<file path="config.mk">
export PLATFORM = sky130hd
export DESIGN_NAME = base64url_stream_decoder_flat
export DESIGN_NICKNAME = d
export VERILOG_FILES = /design/src/rtl/b64d_pkg.sv /design/src/rtl/b64d_if.sv /design/src/rtl/base64url_stream_decoder.sv /design/src/flat_wrapper.sv
export SDC_FILE = /design/constraint.sdc
export NUM_CORES = 1
export LEC_CHECK = 0
export BUFFER_PORTS_ARGS = -buffer_cell sky130_fd_sc_hd__buf_2
export CAP_MARGIN = 20
export CORE_ASPECT_RATIO = 2
export CORE_MARGIN = 4
export CORE_UTILIZATION = 67
export CTS_CLUSTER_DIAMETER = 50
export CTS_CLUSTER_SIZE = 30
export DETAILED_ROUTE_END_ITERATION = 12
export HOLD_SLACK_MARGIN = 0.05
export PLACE_DENSITY = 0.85
export SLEW_MARGIN = 20
export SYNTH_ARGS = -nofsm -noshare
export SYNTH_HDL_FRONTEND = slang
export SYNTH_SLANG_ARGS = --single-unit
export TNS_END_PERCENT = 100
</file>
<file path="constraint.sdc">
create_clock -name clk -period 12.2 [get_ports clk]
set_clock_uncertainty 0.2 [all_clocks]
set_input_delay 1.83 -clock clk [delete_from_list [all_inputs] [get_ports clk]]
set_output_delay 1.83 -clock clk [all_outputs]
set_load 0.02 [all_outputs]
</file>
<file path="src/rtl/b64d_pkg.sv">
// ----------------------------------------------------------------------------
// b64d_pkg: shared types and constants for the base64url stream decoder
// Holds the result record, the output queue sizing and the character decode.
// ----------------------------------------------------------------------------
package b64d_pkg;

  localparam int unsigned MaxResults = 3;
  localparam int unsigned FifoDepth  = 8;
  localparam int unsigned FifoAw     = $clog2(FifoDepth);

  localparam logic [7:0] CharUpperA = 8'h41;
  localparam logic [7:0] CharUpperZ = 8'h5A;
  localparam logic [7:0] CharLowerA = 8'h61;
  localparam logic [7:0] CharLowerZ = 8'h7A;
  localparam logic [7:0] CharDigit0 = 8'h30;
  localparam logic [7:0] CharDigit9 = 8'h39;
  localparam logic [7:0] CharDash   = 8'h2D;
  localparam logic [7:0] CharUnder  = 8'h5F;

  localparam logic [5:0] SymLowerBase = 6'd26;
  localparam logic [5:0] SymDigitBase = 6'd52;
  localparam logic [5:0] SymDash      = 6'd62;
  localparam logic [5:0] SymUnder     = 6'd63;

  typedef struct packed {
    logic [7:0] data_byte;
    logic       byte_valid;
    logic       last_of_run;
    logic       end_of_message;
  } b64d_result_t;

  typedef struct packed {
    logic       ok;
    logic [5:0] value;
  } b64d_sym_t;

  function automatic b64d_sym_t sym_decode(input logic [7:0] c);
    b64d_sym_t s;
    s.ok    = 1'b1;
    s.value = '0;
    if (c inside {[CharUpperA:CharUpperZ]}) begin
      s.value = 6'(c - CharUpperA);
    end else if (c inside {[CharLowerA:CharLowerZ]}) begin
      s.value = 6'(c - CharLowerA) + SymLowerBase;
    end else if (c inside {[CharDigit0:CharDigit9]}) begin
      s.value = 6'(c - CharDigit0) + SymDigitBase;
    end else if (c == CharDash) begin
      s.value = SymDash;
    end else if (c == CharUnder) begin
      s.value = SymUnder;
    end else begin
      s.ok = 1'b0;
    end
    return s;
  endfunction

endpackage

</file>
<file path="src/rtl/b64d_if.sv">
// ----------------------------------------------------------------------------
// b64d_if: request channels of the base64url stream decoder
// One interface for incoming characters and one for decoded results.
// ----------------------------------------------------------------------------
interface b64d_in_if;
  logic       valid;
  logic       ready;
  logic [7:0] symbol;
  logic       end_of_input;

  modport source (output valid, output symbol, output end_of_input, input ready);
  modport sink   (input valid, input symbol, input end_of_input, output ready);
endinterface

interface b64d_out_if;
  logic       valid;
  logic       ready;
  logic [7:0] data_byte;
  logic       byte_valid;
  logic       last_of_run;
  logic       end_of_message;

  modport source (output valid, output data_byte, output byte_valid,
                  output last_of_run, output end_of_message, input ready);
  modport sink   (input valid, input data_byte, input byte_valid,
                  input last_of_run, input end_of_message, output ready);
endinterface

</file>
<file path="src/rtl/base64url_stream_decoder.sv">
// The results of an accepted request are registered into the output queue and offered from its head.
// Throughput: one character per cycle; results leave one per cycle from an
// eight-entry queue, and a character is taken while three entries are free.
// A group of four characters yields three results, so bursts only stall input
// when the result side is held off.
// Reset: synchronous, active low; clears the group state and empties the queue.
// ----------------------------------------------------------------------------
// base64url_stream_decoder: URL-safe base64 character stream to bytes
// Decodes one character per request and queues up to three result records for each.
// ----------------------------------------------------------------------------
module base64url_stream_decoder (
  input  logic       clk,
  input  logic       rst_n,
  b64d_in_if.sink    in_bus,
  b64d_out_if.source out_bus
);
  import b64d_pkg::*;

  localparam logic [FifoAw:0] AcceptLimit = (FifoAw + 1)'(FifoDepth - MaxResults);

  logic [1:0]   group_count_r, group_count_nxt;
  logic [17:0]  held_symbols_r, held_symbols_nxt;
  logic         decode_stopped_r, decode_stopped_nxt;

  b64d_result_t fifo_r [FifoDepth];
  logic [FifoAw-1:0] wr_ptr_r, rd_ptr_r;
  logic [FifoAw:0]   count_r, count_nxt;

  logic         in_acc, out_acc;
  b64d_sym_t    sym;
  logic         emit_full, flush_en, last;
  logic [1:0]   gc_mid;
  logic [17:0]  held_mid;
  logic [23:0]  word;
  logic [7:0]   bytes [MaxResults];
  logic [1:0]   n_bytes, n_res;
  b64d_result_t ent [MaxResults];

  assign in_bus.ready = (count_r <= AcceptLimit);
  assign in_acc  = in_bus.valid && in_bus.ready;
  assign out_acc = out_bus.valid && out_bus.ready;

  always_comb begin
    sym       = sym_decode(in_bus.symbol);
    last      = in_bus.end_of_input;
    word      = {held_symbols_r, sym.value};
    emit_full = !decode_stopped_r && sym.ok && (group_count_r == 2'd3);
    flush_en  = (!decode_stopped_r && !sym.ok) || (last && !emit_full);

    gc_mid   = group_count_r;
    held_mid = held_symbols_r;
    if (!decode_stopped_r && sym.ok) begin
      if (emit_full) begin
        gc_mid   = 2'd0;
        held_mid = '0;
      end else begin
        gc_mid   = group_count_r + 2'd1;
        held_mid = {held_symbols_r[11:0], sym.value};
      end
    end

    bytes[0] = '0;
    bytes[1] = '0;
    bytes[2] = '0;
    n_bytes  = 2'd0;
    if (emit_full) begin
      bytes[0] = word[23:16];
      bytes[1] = word[15:8];
      bytes[2] = word[7:0];
      n_bytes  = 2'd3;
    end else if (flush_en) begin
      case (gc_mid)
        2'd2: begin
          bytes[0] = held_mid[11:4];
          n_bytes  = 2'd1;
        end
        2'd3: begin
          bytes[0] = held_mid[17:10];
          bytes[1] = held_mid[9:2];
          n_bytes  = 2'd2;
        end
        default: n_bytes = 2'd0;
      endcase
    end

    n_res = n_bytes;
    for (int k = 0; k < MaxResults; k++) begin
      ent[k].data_byte      = bytes[k];
      ent[k].byte_valid     = 1'b1;
      ent[k].last_of_run    = (2'(k) == n_bytes - 2'd1);
      ent[k].end_of_message = last && (2'(k) == n_bytes - 2'd1);
    end
    if (last && (n_bytes == 2'd0)) begin
      ent[0] = '{data_byte: 8'h00, byte_valid: 1'b0, last_of_run: 1'b1,
                 end_of_message: 1'b1};
      n_res  = 2'd1;
    end

    if (last) begin
      group_count_nxt    = 2'd0;
      held_symbols_nxt   = '0;
      decode_stopped_nxt = 1'b0;
    end else if (!decode_stopped_r && !sym.ok) begin
      group_count_nxt    = 2'd0;
      held_symbols_nxt   = '0;
      decode_stopped_nxt = 1'b1;
    end else begin
      group_count_nxt    = gc_mid;
      held_symbols_nxt   = held_mid;
      decode_stopped_nxt = decode_stopped_r;
    end

    count_nxt = count_r + (in_acc ? (FifoAw + 1)'(n_res) : '0)
                - (FifoAw + 1)'(out_acc);
  end

  always_ff @(posedge clk) begin
    if (!rst_n) begin
      group_count_r    <= '0;
      held_symbols_r   <= '0;
      decode_stopped_r <= 1'b0;
      wr_ptr_r         <= '0;
      rd_ptr_r         <= '0;
      count_r          <= '0;
    end else begin
      if (in_acc) begin
        group_count_r    <= group_count_nxt;
        held_symbols_r   <= held_symbols_nxt;
        decode_stopped_r <= decode_stopped_nxt;
        wr_ptr_r         <= wr_ptr_r + FifoAw'(n_res);
      end
      if (out_acc) begin
        rd_ptr_r <= rd_ptr_r + 1'b1;
      end
      count_r <= count_nxt;
    end
  end

  always_ff @(posedge clk) begin
    for (int k = 0; k < MaxResults; k++) begin
      if (in_acc && (2'(k) < n_res)) begin
        fifo_r[wr_ptr_r + FifoAw'(k)] <= ent[k];
      end
    end
  end

  assign out_bus.valid          = (count_r != '0);
  assign out_bus.data_byte      = fifo_r[rd_ptr_r].data_byte;
  assign out_bus.byte_valid     = fifo_r[rd_ptr_r].byte_valid;
  assign out_bus.last_of_run    = fifo_r[rd_ptr_r].last_of_run;
  assign out_bus.end_of_message = fifo_r[rd_ptr_r].end_of_message;

endmodule

</file>
<file path="src/flat_wrapper.sv">
// flat-port wrapper written by rule: the top's interface ports become plain ports
module base64url_stream_decoder_flat import b64d_pkg::*;
  (clk, rst_n, in_bus_valid, in_bus_symbol, in_bus_end_of_input, in_bus_ready, out_bus_valid, out_bus_data_byte, out_bus_byte_valid, out_bus_last_of_run, out_bus_end_of_message, out_bus_ready);
  b64d_in_if in_bus_i ();
  b64d_out_if out_bus_i ();
  input  logic clk;
  input  logic rst_n;
  input wire logic [$bits(in_bus_i.valid)-1:0] in_bus_valid;
  input wire logic [$bits(in_bus_i.symbol)-1:0] in_bus_symbol;
  input wire logic [$bits(in_bus_i.end_of_input)-1:0] in_bus_end_of_input;
  output wire logic [$bits(in_bus_i.ready)-1:0] in_bus_ready;
  output wire logic [$bits(out_bus_i.valid)-1:0] out_bus_valid;
  output wire logic [$bits(out_bus_i.data_byte)-1:0] out_bus_data_byte;
  output wire logic [$bits(out_bus_i.byte_valid)-1:0] out_bus_byte_valid;
  output wire logic [$bits(out_bus_i.last_of_run)-1:0] out_bus_last_of_run;
  output wire logic [$bits(out_bus_i.end_of_message)-1:0] out_bus_end_of_message;
  input wire logic [$bits(out_bus_i.ready)-1:0] out_bus_ready;
  assign in_bus_i.valid = in_bus_valid;
  assign in_bus_i.symbol = in_bus_symbol;
  assign in_bus_i.end_of_input = in_bus_end_of_input;
  assign in_bus_ready = in_bus_i.ready;
  assign out_bus_valid = out_bus_i.valid;
  assign out_bus_data_byte = out_bus_i.data_byte;
  assign out_bus_byte_valid = out_bus_i.byte_valid;
  assign out_bus_last_of_run = out_bus_i.last_of_run;
  assign out_bus_end_of_message = out_bus_i.end_of_message;
  assign out_bus_i.ready = out_bus_ready;
  base64url_stream_decoder u_core (.clk(clk), .rst_n(rst_n), .in_bus(in_bus_i), .out_bus(out_bus_i));
endmodule
</file>
# --- Word-level counts from Yosys, hierarchy flattened ---
# Memories as Yosys holds them, arrays and structs flattened. A register that Yosys moved wholly into a read port is not among the register bits.
# Cells that the tools add are included.
word_totals:
  out_inout_bits: 13
  elab_cells: 104
  mem_bits_ro: 0
  regBits: 31
  ram_bits: 88
  mem_count: 1
  latch_bits: 0
  input_bits: 13
mem_list:
  columns: ["memory", "depth", "word_bits", "rd", "rd_clocked_by_memory_dff", "write_ports", "line", "rtl"]
  rows:
  - ["u_core.fifo_r", 8, 11, 1, 1, 3, "base64url_stream_decoder.sv:25", "b64d_result_t fifo_r [FifoDepth];"]
classes:
  div_mod_pow: 0
  n_reduce_logical: 27
  mul: 0
  n_bitwise: 0
  add_sub_neg: 13
  eq_ne: 7
  muxes: 39
  shifts: 0
  n_lt_le_gt_ge: 10
op_table:
  columns: ["op", "n"]
  rows:
  - ["18-bit 2-to-1 mux", 4]
  - ["16-bit 2-to-1 mux", 2]
  - ["6-bit 2-to-1 mux", 5]
  - ["8-bit by 7-bit >= comparator with 1-bit output (second input constant)", 2]
  - ["8-bit by 7-bit <= comparator with 1-bit output (second input constant)", 2]
  - ["1-bit logical AND", 16]
  - ["2-bit 2-to-1 mux", 8]
  - ["8-bit 2-to-1 mux", 2]
  - ["8-bit one-hot mux with 2 select lines", 1]
  - ["1-bit 2-to-1 mux", 13]
  - ["6-bit subtractor (second input constant)", 2]
  - ["11-bit 2-to-1 mux", 1]
  - ["8-bit by 6-bit == test with 1-bit output (second input constant)", 1]
  - ["8-bit by 7-bit == test with 1-bit output (second input constant)", 1]
  - ["8-bit by 6-bit >= comparator with 1-bit output (second input constant)", 1]
  - ["8-bit by 6-bit <= comparator with 1-bit output (second input constant)", 1]
  - ["3-bit by 1-bit adder with 3-bit output (second input constant)", 2]
  - ["6-bit by 5-bit adder with 6-bit output (second input constant)", 1]
  - ["6-bit adder (second input constant)", 1]
  - ["2-bit == test (second input constant)", 3]
  - ["3-bit 2-to-1 mux", 2]
  - ["6-bit by 1-bit subtractor with 6-bit output (second input constant)", 1]
  - ["4-bit adder", 1]
  - ["4-bit by 3-bit <= comparator with 1-bit output (second input constant)", 1]
  - ["17 further kinds", 22]

# --- Logic depth before layout (Yosys ltp) ---
logic_depth:
  word_depth: 21
  mapped_depth: 19
  mapped_depth_nobuf: 15

# --- Least setup slack after synthesis ---
# OpenSTA, ideal clock, no wires.
synth_path:
  kind: "input -> register"
  startpoint: "input port in_bus_symbol[2]"
  endpoint: "register u_core.count_r[3]"
  path_stages: 18
  setup_ns: 0.128
  arrival_ns: 4.943
  path_slack_ns: 6.929
  required_time_ns: 11.872
  n_path_buf: 3
  path_cell_list: "inv_1 > ha_1 > nor2b_1 > a21bo_1 > buf_6 > a311oi_4 > a31oi_4 > a22oi_4 > buf_12 > buf_12 > o21ai_0 > ha_1 > inv_1 > ha_1 > a21o_1 > a21oi_1 > xnor2_1 > nor2_1"
synth_via:
  elab_chain_cells: 20
  elab_cells_between_ends: 36
  cone_classes: "add/sub: 2; order compare: 6; eq/ne: 4; mux: 12; reduce/logical: 12"
synth_lines:
  columns: ["element", "line", "rtl"]
  rows:
  - ["start, declared", "flat_wrapper.sv:9", "input wire logic [$bits(in_bus_i.symbol)-1:0] in_bus_symbol;"]
  - ["branches (longest 5 deep; another with 8-bit by 6-bit >= comparator with 1-bit output)", null, null]
  - ["1-bit 2-to-1 mux *", "b64d_pkg.sv:41", "if (c inside {[CharUpperA:CharUpperZ]}) begin"]
  - ["1-bit logical AND", "base64url_stream_decoder.sv:47, base64url_stream_decoder.sv:52", null]
  - ["1-bit logical AND", "base64url_stream_decoder.sv:47", "emit_full = !decode_stopped_r && sym.ok && (group_count_r == 2'd3);"]
  - ["2-bit 2-to-1 mux", "base64url_stream_decoder.sv:53", "if (emit_full) begin"]
  - ["2-bit 2-to-1 mux", "base64url_stream_decoder.sv:52", "if (!decode_stopped_r && sym.ok) begin"]
  - ["2-bit == test", "base64url_stream_decoder.sv:72", "case (gc_mid)"]
  - ["2-bit one-hot mux with 2 select lines", "base64url_stream_decoder.sv:72", null]
  - ["2-bit 2-to-1 mux", "base64url_stream_decoder.sv:71", "end else if (flush_en) begin"]
  - ["2-bit 2-to-1 mux *", "base64url_stream_decoder.sv:66", "if (emit_full) begin"]
  - ["2-bit logical NOT", "base64url_stream_decoder.sv:93", "if (last && (n_bytes == 2'd0)) begin"]
  - ["1-bit logical AND", "base64url_stream_decoder.sv:93", null]
  - ["2-bit 2-to-1 mux *", "base64url_stream_decoder.sv:93", null]
  - ["2-bit 2-to-1 mux *", "base64url_stream_decoder.sv:113", "count_nxt = count_r + (in_acc ? (FifoAw + 1)'(n_res) : '0)"]
  - ["4-bit adder *", "base64url_stream_decoder.sv:113", null]
  - ["4-bit by 1-bit subtractor with 4-bit output *", "base64url_stream_decoder.sv:114", "- (FifoAw + 1)'(out_acc);"]
  - ["end signal, assigned", "base64url_stream_decoder.sv:135", "count_r <= count_nxt;"]
  - ["end, declared", "base64url_stream_decoder.sv:27", "logic [FifoAw:0] count_r, count_nxt;"]
# Mark *: on every way between the ends.
# A chain may end at the register's enable or synchronous reset.

# --- Final worst setup path ---
# Ends and elaborated chain as after synthesis.

==> results.json <==
{
  "fin_crit_ps": 5974,
  "drcViolationCount": 0,
  "nFillCells": 759,
  "synth_ff_type": "edfxtp_1",
  "area.growth.synth_to_final_pct": 9.044,
  "postSynthAreaPerCell_sq_um": 9.989,
  "synth_edf_count": 80,
  "drv_slew": 0,
  "synthTopCellsByArea": "edfxtp_1 (30%), dfxtp_1 (11%), mux4_2 (6.2%)",
  "cts_tree": "yes",
  "hold_viol_final": 0,
  "yosysMostFrequentCell": "nand2_1",
  "port_buffers": 25,
  "nNetsFinal": 840,
  "antenna_found_initial": 0,
  "grt_start_max_net_pins": 32,
  "synth_top_cell_area_share": 0.3025,
  "core_area_sq_um": 11700,
  "whs_path_depth": 2,
  "slew_headroom": 0.2600,
  "clock_path_buffers": 2,
  "crit_required_ps": 12300,
  "multi_input_area_sq_um": 4377,
  "clk_pin_slew_ps": 60,
  "root_buffer": "clkbuf_16",
  "dr.pass1.iters": 9,
  "vias": 7613,
  "via_per_inst": 7.906,
  "r2r_slack_ps": 7720,
  "hold_end": "u_core.held_symbols_r[17]$_SDFFE_PN0P_",
  "synth_top_cells_by_count": "nand2_1 (106), edfxtp_1 (80), nor2_1 (64)",
  "setup_viol": 0,
  "ys_seq_elements": 122,
  "n_antenna_cell": 0,
  "drt_wl_total_um": 28890,
  "groute.usage.overall": 0.4319,
  "place_congestion": 1.115,
  "startpoint_type": "input port",
  "drive_gt1_frac": 0.1711,
  "reg2reg_depth": 13,
  "cts_buffers": 17,
  "seq_area_frac_synth": 0.4084,
  "post_drt_wl_per_cell_um": 30.00,
  "maxCapViolCount": 0,
  "critical_path_arrival_ps": 6070,
  "postCtsResizedCells": 0,
  "die-width_um": 84.99,
  "peakVddDrop_mv": 0.1377,
  "synth_area_sq_um": 7941,
  "synth_area_leader_cell": "edfxtp_1",
  "rows": 56,
  "place_area_sq_um": 8040,
  "end_kind": "flop",
  "cts_htree_levels": 4,
  "path_class": "input port to flop",
  "grt_pass1_vias": 7512,
  "postRouteAntennaNets": 0,
  "powerDensity_nw_per_um2": 158.1,
  "clock_latency_ps": 440,
  "worst_pin_slew_ps": 1109,
  "start_util": 0.6787,
  "rr_startpoint": "u_core.group_count_r[0]$_SDFFE_PN0P_",
  "hold_buffers": 0,
  "period_share": 0.4896,
  "final_area_sq_um": 8660,
  "ys_async_sr_fraction": 0,
  "dieArea_sq_um": 13760,
  "yosys_warnings": 0,
  "syn_inst": 795,
  "rsz0062_at_grt": "false",
  "die_h_um": 162.0,
  "power_leakage_nw": 2.815,
  "grt_pass1_wl_um": 44100,
  "fmax_mhz": 167.4,
  "min_path_type": "flop to flop",
  "cp_max_fo": 21,
  "cts_sinks": 122,
  "status": "complete, no violations",
  "regArea_sq_um": 3243,
  "hpwl_um": 20550,
  "hp-start": "u_core.held_symbols_r[17]$_SDFFE_PN0P_",
  "grt-ovfl-total": 0,
  "synth.distinct_cells": 83,
  "dr.first_iter.drc_count": 1699,
  "synth_fp_nets": 830,
  "postCtsSetupBuffers": 0,
  "ios": 26,
  "timing.rr.end": "u_core.count_r[3]$_SDFF_PN0_",
  "setup_tns_ps": 0
}
-- state kept, by name, indices dropped and copies added, names as in the netlist, named ones only --
| name | cells |
|---|---|
| u_core.fifo_r | 88 |
| u_core.decode_stopped_r | 1 |
| u_core.wr_ptr_r | 3 |
| u_core.group_count_r | 2 |
| u_core.count_r | 4 |
| u_core.held_symbols_r | 18 |
| u_core.rd_ptr_r | 3 |
-- final cells by class --
cell class | instances | share of cell area
clock buffers | 17 | 0.04913
clock inverters | 15 | 0.02167
inverters | 28 | 0.01214
multi-input cells | 609 | 0.5054
flip-flops and latches | 122 | 0.3745
well taps | 145 | 0.02095
repair buffers | 27 | 0.01618
-- per-stage QoR --
stage / util / power (mW) / worst slack [ps] / cells / hold slack, ps
2_1_floorplan: - / 0.7376 / 6929 / 795 / 244.2
3_3_place_gp: 0.6871 / 0.8152 / 6040 / 931 / 263.9
3_5_place_dp: 0.6871 / 0.8319 / 5921 / 931 / 273.7
4_1_cts: 0.7395 / 1.356 / 6269 / 963 / 281.5
5_1_grt: 0.7401 / 1.412 / 5842 / 963 / 315.9
6_report: 0.7401 / 1.369 / 6226 / 963 / 279.7
-- report_power, final --
| group | internal [mW] | switching (mW) |
|---|---|---|
| registers | 0.464 | 0.0272 |
| clock network | 0.325 | 0.213 |
| logic | 0.142 | 0.199 |
-- cells in the final DEF, fill, tap and decap left out, types with 3 or more instances in the layout --
| cell | n |
|---|---|
| mux2i_1 | 7 |
| a21o_1 | 4 |
| a211oi_1 | 8 |
| clkinv_1 | 3 |
| or3_1 | 4 |
| and3_1 | 12 |
| nand4_1 | 14 |
| dfxtp_1 | 42 |
| o21ai_2 | 7 |
| bufinv_16 | 3 |
| nand3_1 | 44 |
| a21oi_2 | 4 |
| buf_2 | 25 |
| o21ai_1 | 10 |
| nor3_1 | 11 |
| xor2_1 | 5 |
| inv_6 | 5 |
| a31oi_1 | 8 |
| o211ai_1 | 26 |
| edfxtp_1 | 80 |
| nand2_1 | 106 |
| clkinv_4 | 5 |
| inv_1 | 24 |
| nor2_1 | 64 |
| ha_1 | 20 |
| nand2b_1 | 5 |
| o221ai_1 | 45 |
| o21ai_0 | 35 |
| a21oi_1 | 41 |
| mux4_2 | 22 |
| nor2b_1 | 6 |
| and2_1 | 7 |
| a21boi_0 | 3 |
| xnor2_1 | 3 |
| clkbuf_16 | 17 |
| a22oi_1 | 16 |
| mux2_2 | 12 |
| a22oi_2 | 7 |
| nand2_2 | 3 |
-- worst max path at each step --
stage / startpoint / to / slack, ps / cells after the start
3_5_place_dp: in_bus_symbol[2] / u_core.count_r[3]$_SDFF_PN0_ / 5920 / 16
2_1_floorplan: in_bus_symbol[2] / u_core.count_r[3]$_SDFF_PN0_ / 6930 / 18
5_1_grt: in_bus_symbol[2] / u_core.count_r[3]$_SDFF_PN0_ / 5840 / 16
3_3_place_gp: in_bus_symbol[2] / u_core.count_r[3]$_SDFF_PN0_ / 6040 / 16
6_report: in_bus_symbol[2] / u_core.count_r[3]$_SDFF_PN0_ / 6230 / 16
4_1_cts: in_bus_symbol[2] / u_core.count_r[3]$_SDFF_PN0_ / 6270 / 16
-- routing by layer --
layer  vias up  wire, um  global-route usage
li1       3124         -                   -
met1      3496      8400              0.4539
met2       740     14080              0.7178
met3       253      3320              0.1279
met4         0      3096              0.3170
met5         -         0                   0
-- kinds of logic after synthesis --
logic type / after synthesis / synth area share
and+or+nand+nor: 292 / 0.1744
buffers and inverters: 64 / 0.04128
DFF: 122 / 0.4084
muxes: 41 / 0.08823
AOI/OAI and AO/OA: 246 / 0.2423
adders and majority gates: 22 / 0.03655
xor gates and xnor gates: 8 / 0.008823
-- worst max-delay path: stages --
cell and delay [ps]:
buf_2 150, inv_1 190, ha_1 330, a21o_1 220
o2111ai_2 220, a311oi_4 670, a31oi_4 260, a22oi_4 710
o21ai_0 220, ha_1 370, inv_1 50, ha_1 290
a21o_1 180, a21oi_1 170, xnor2_1 140, nor2_1 50
No activity file was read; power rests on OpenSTA's default activity.
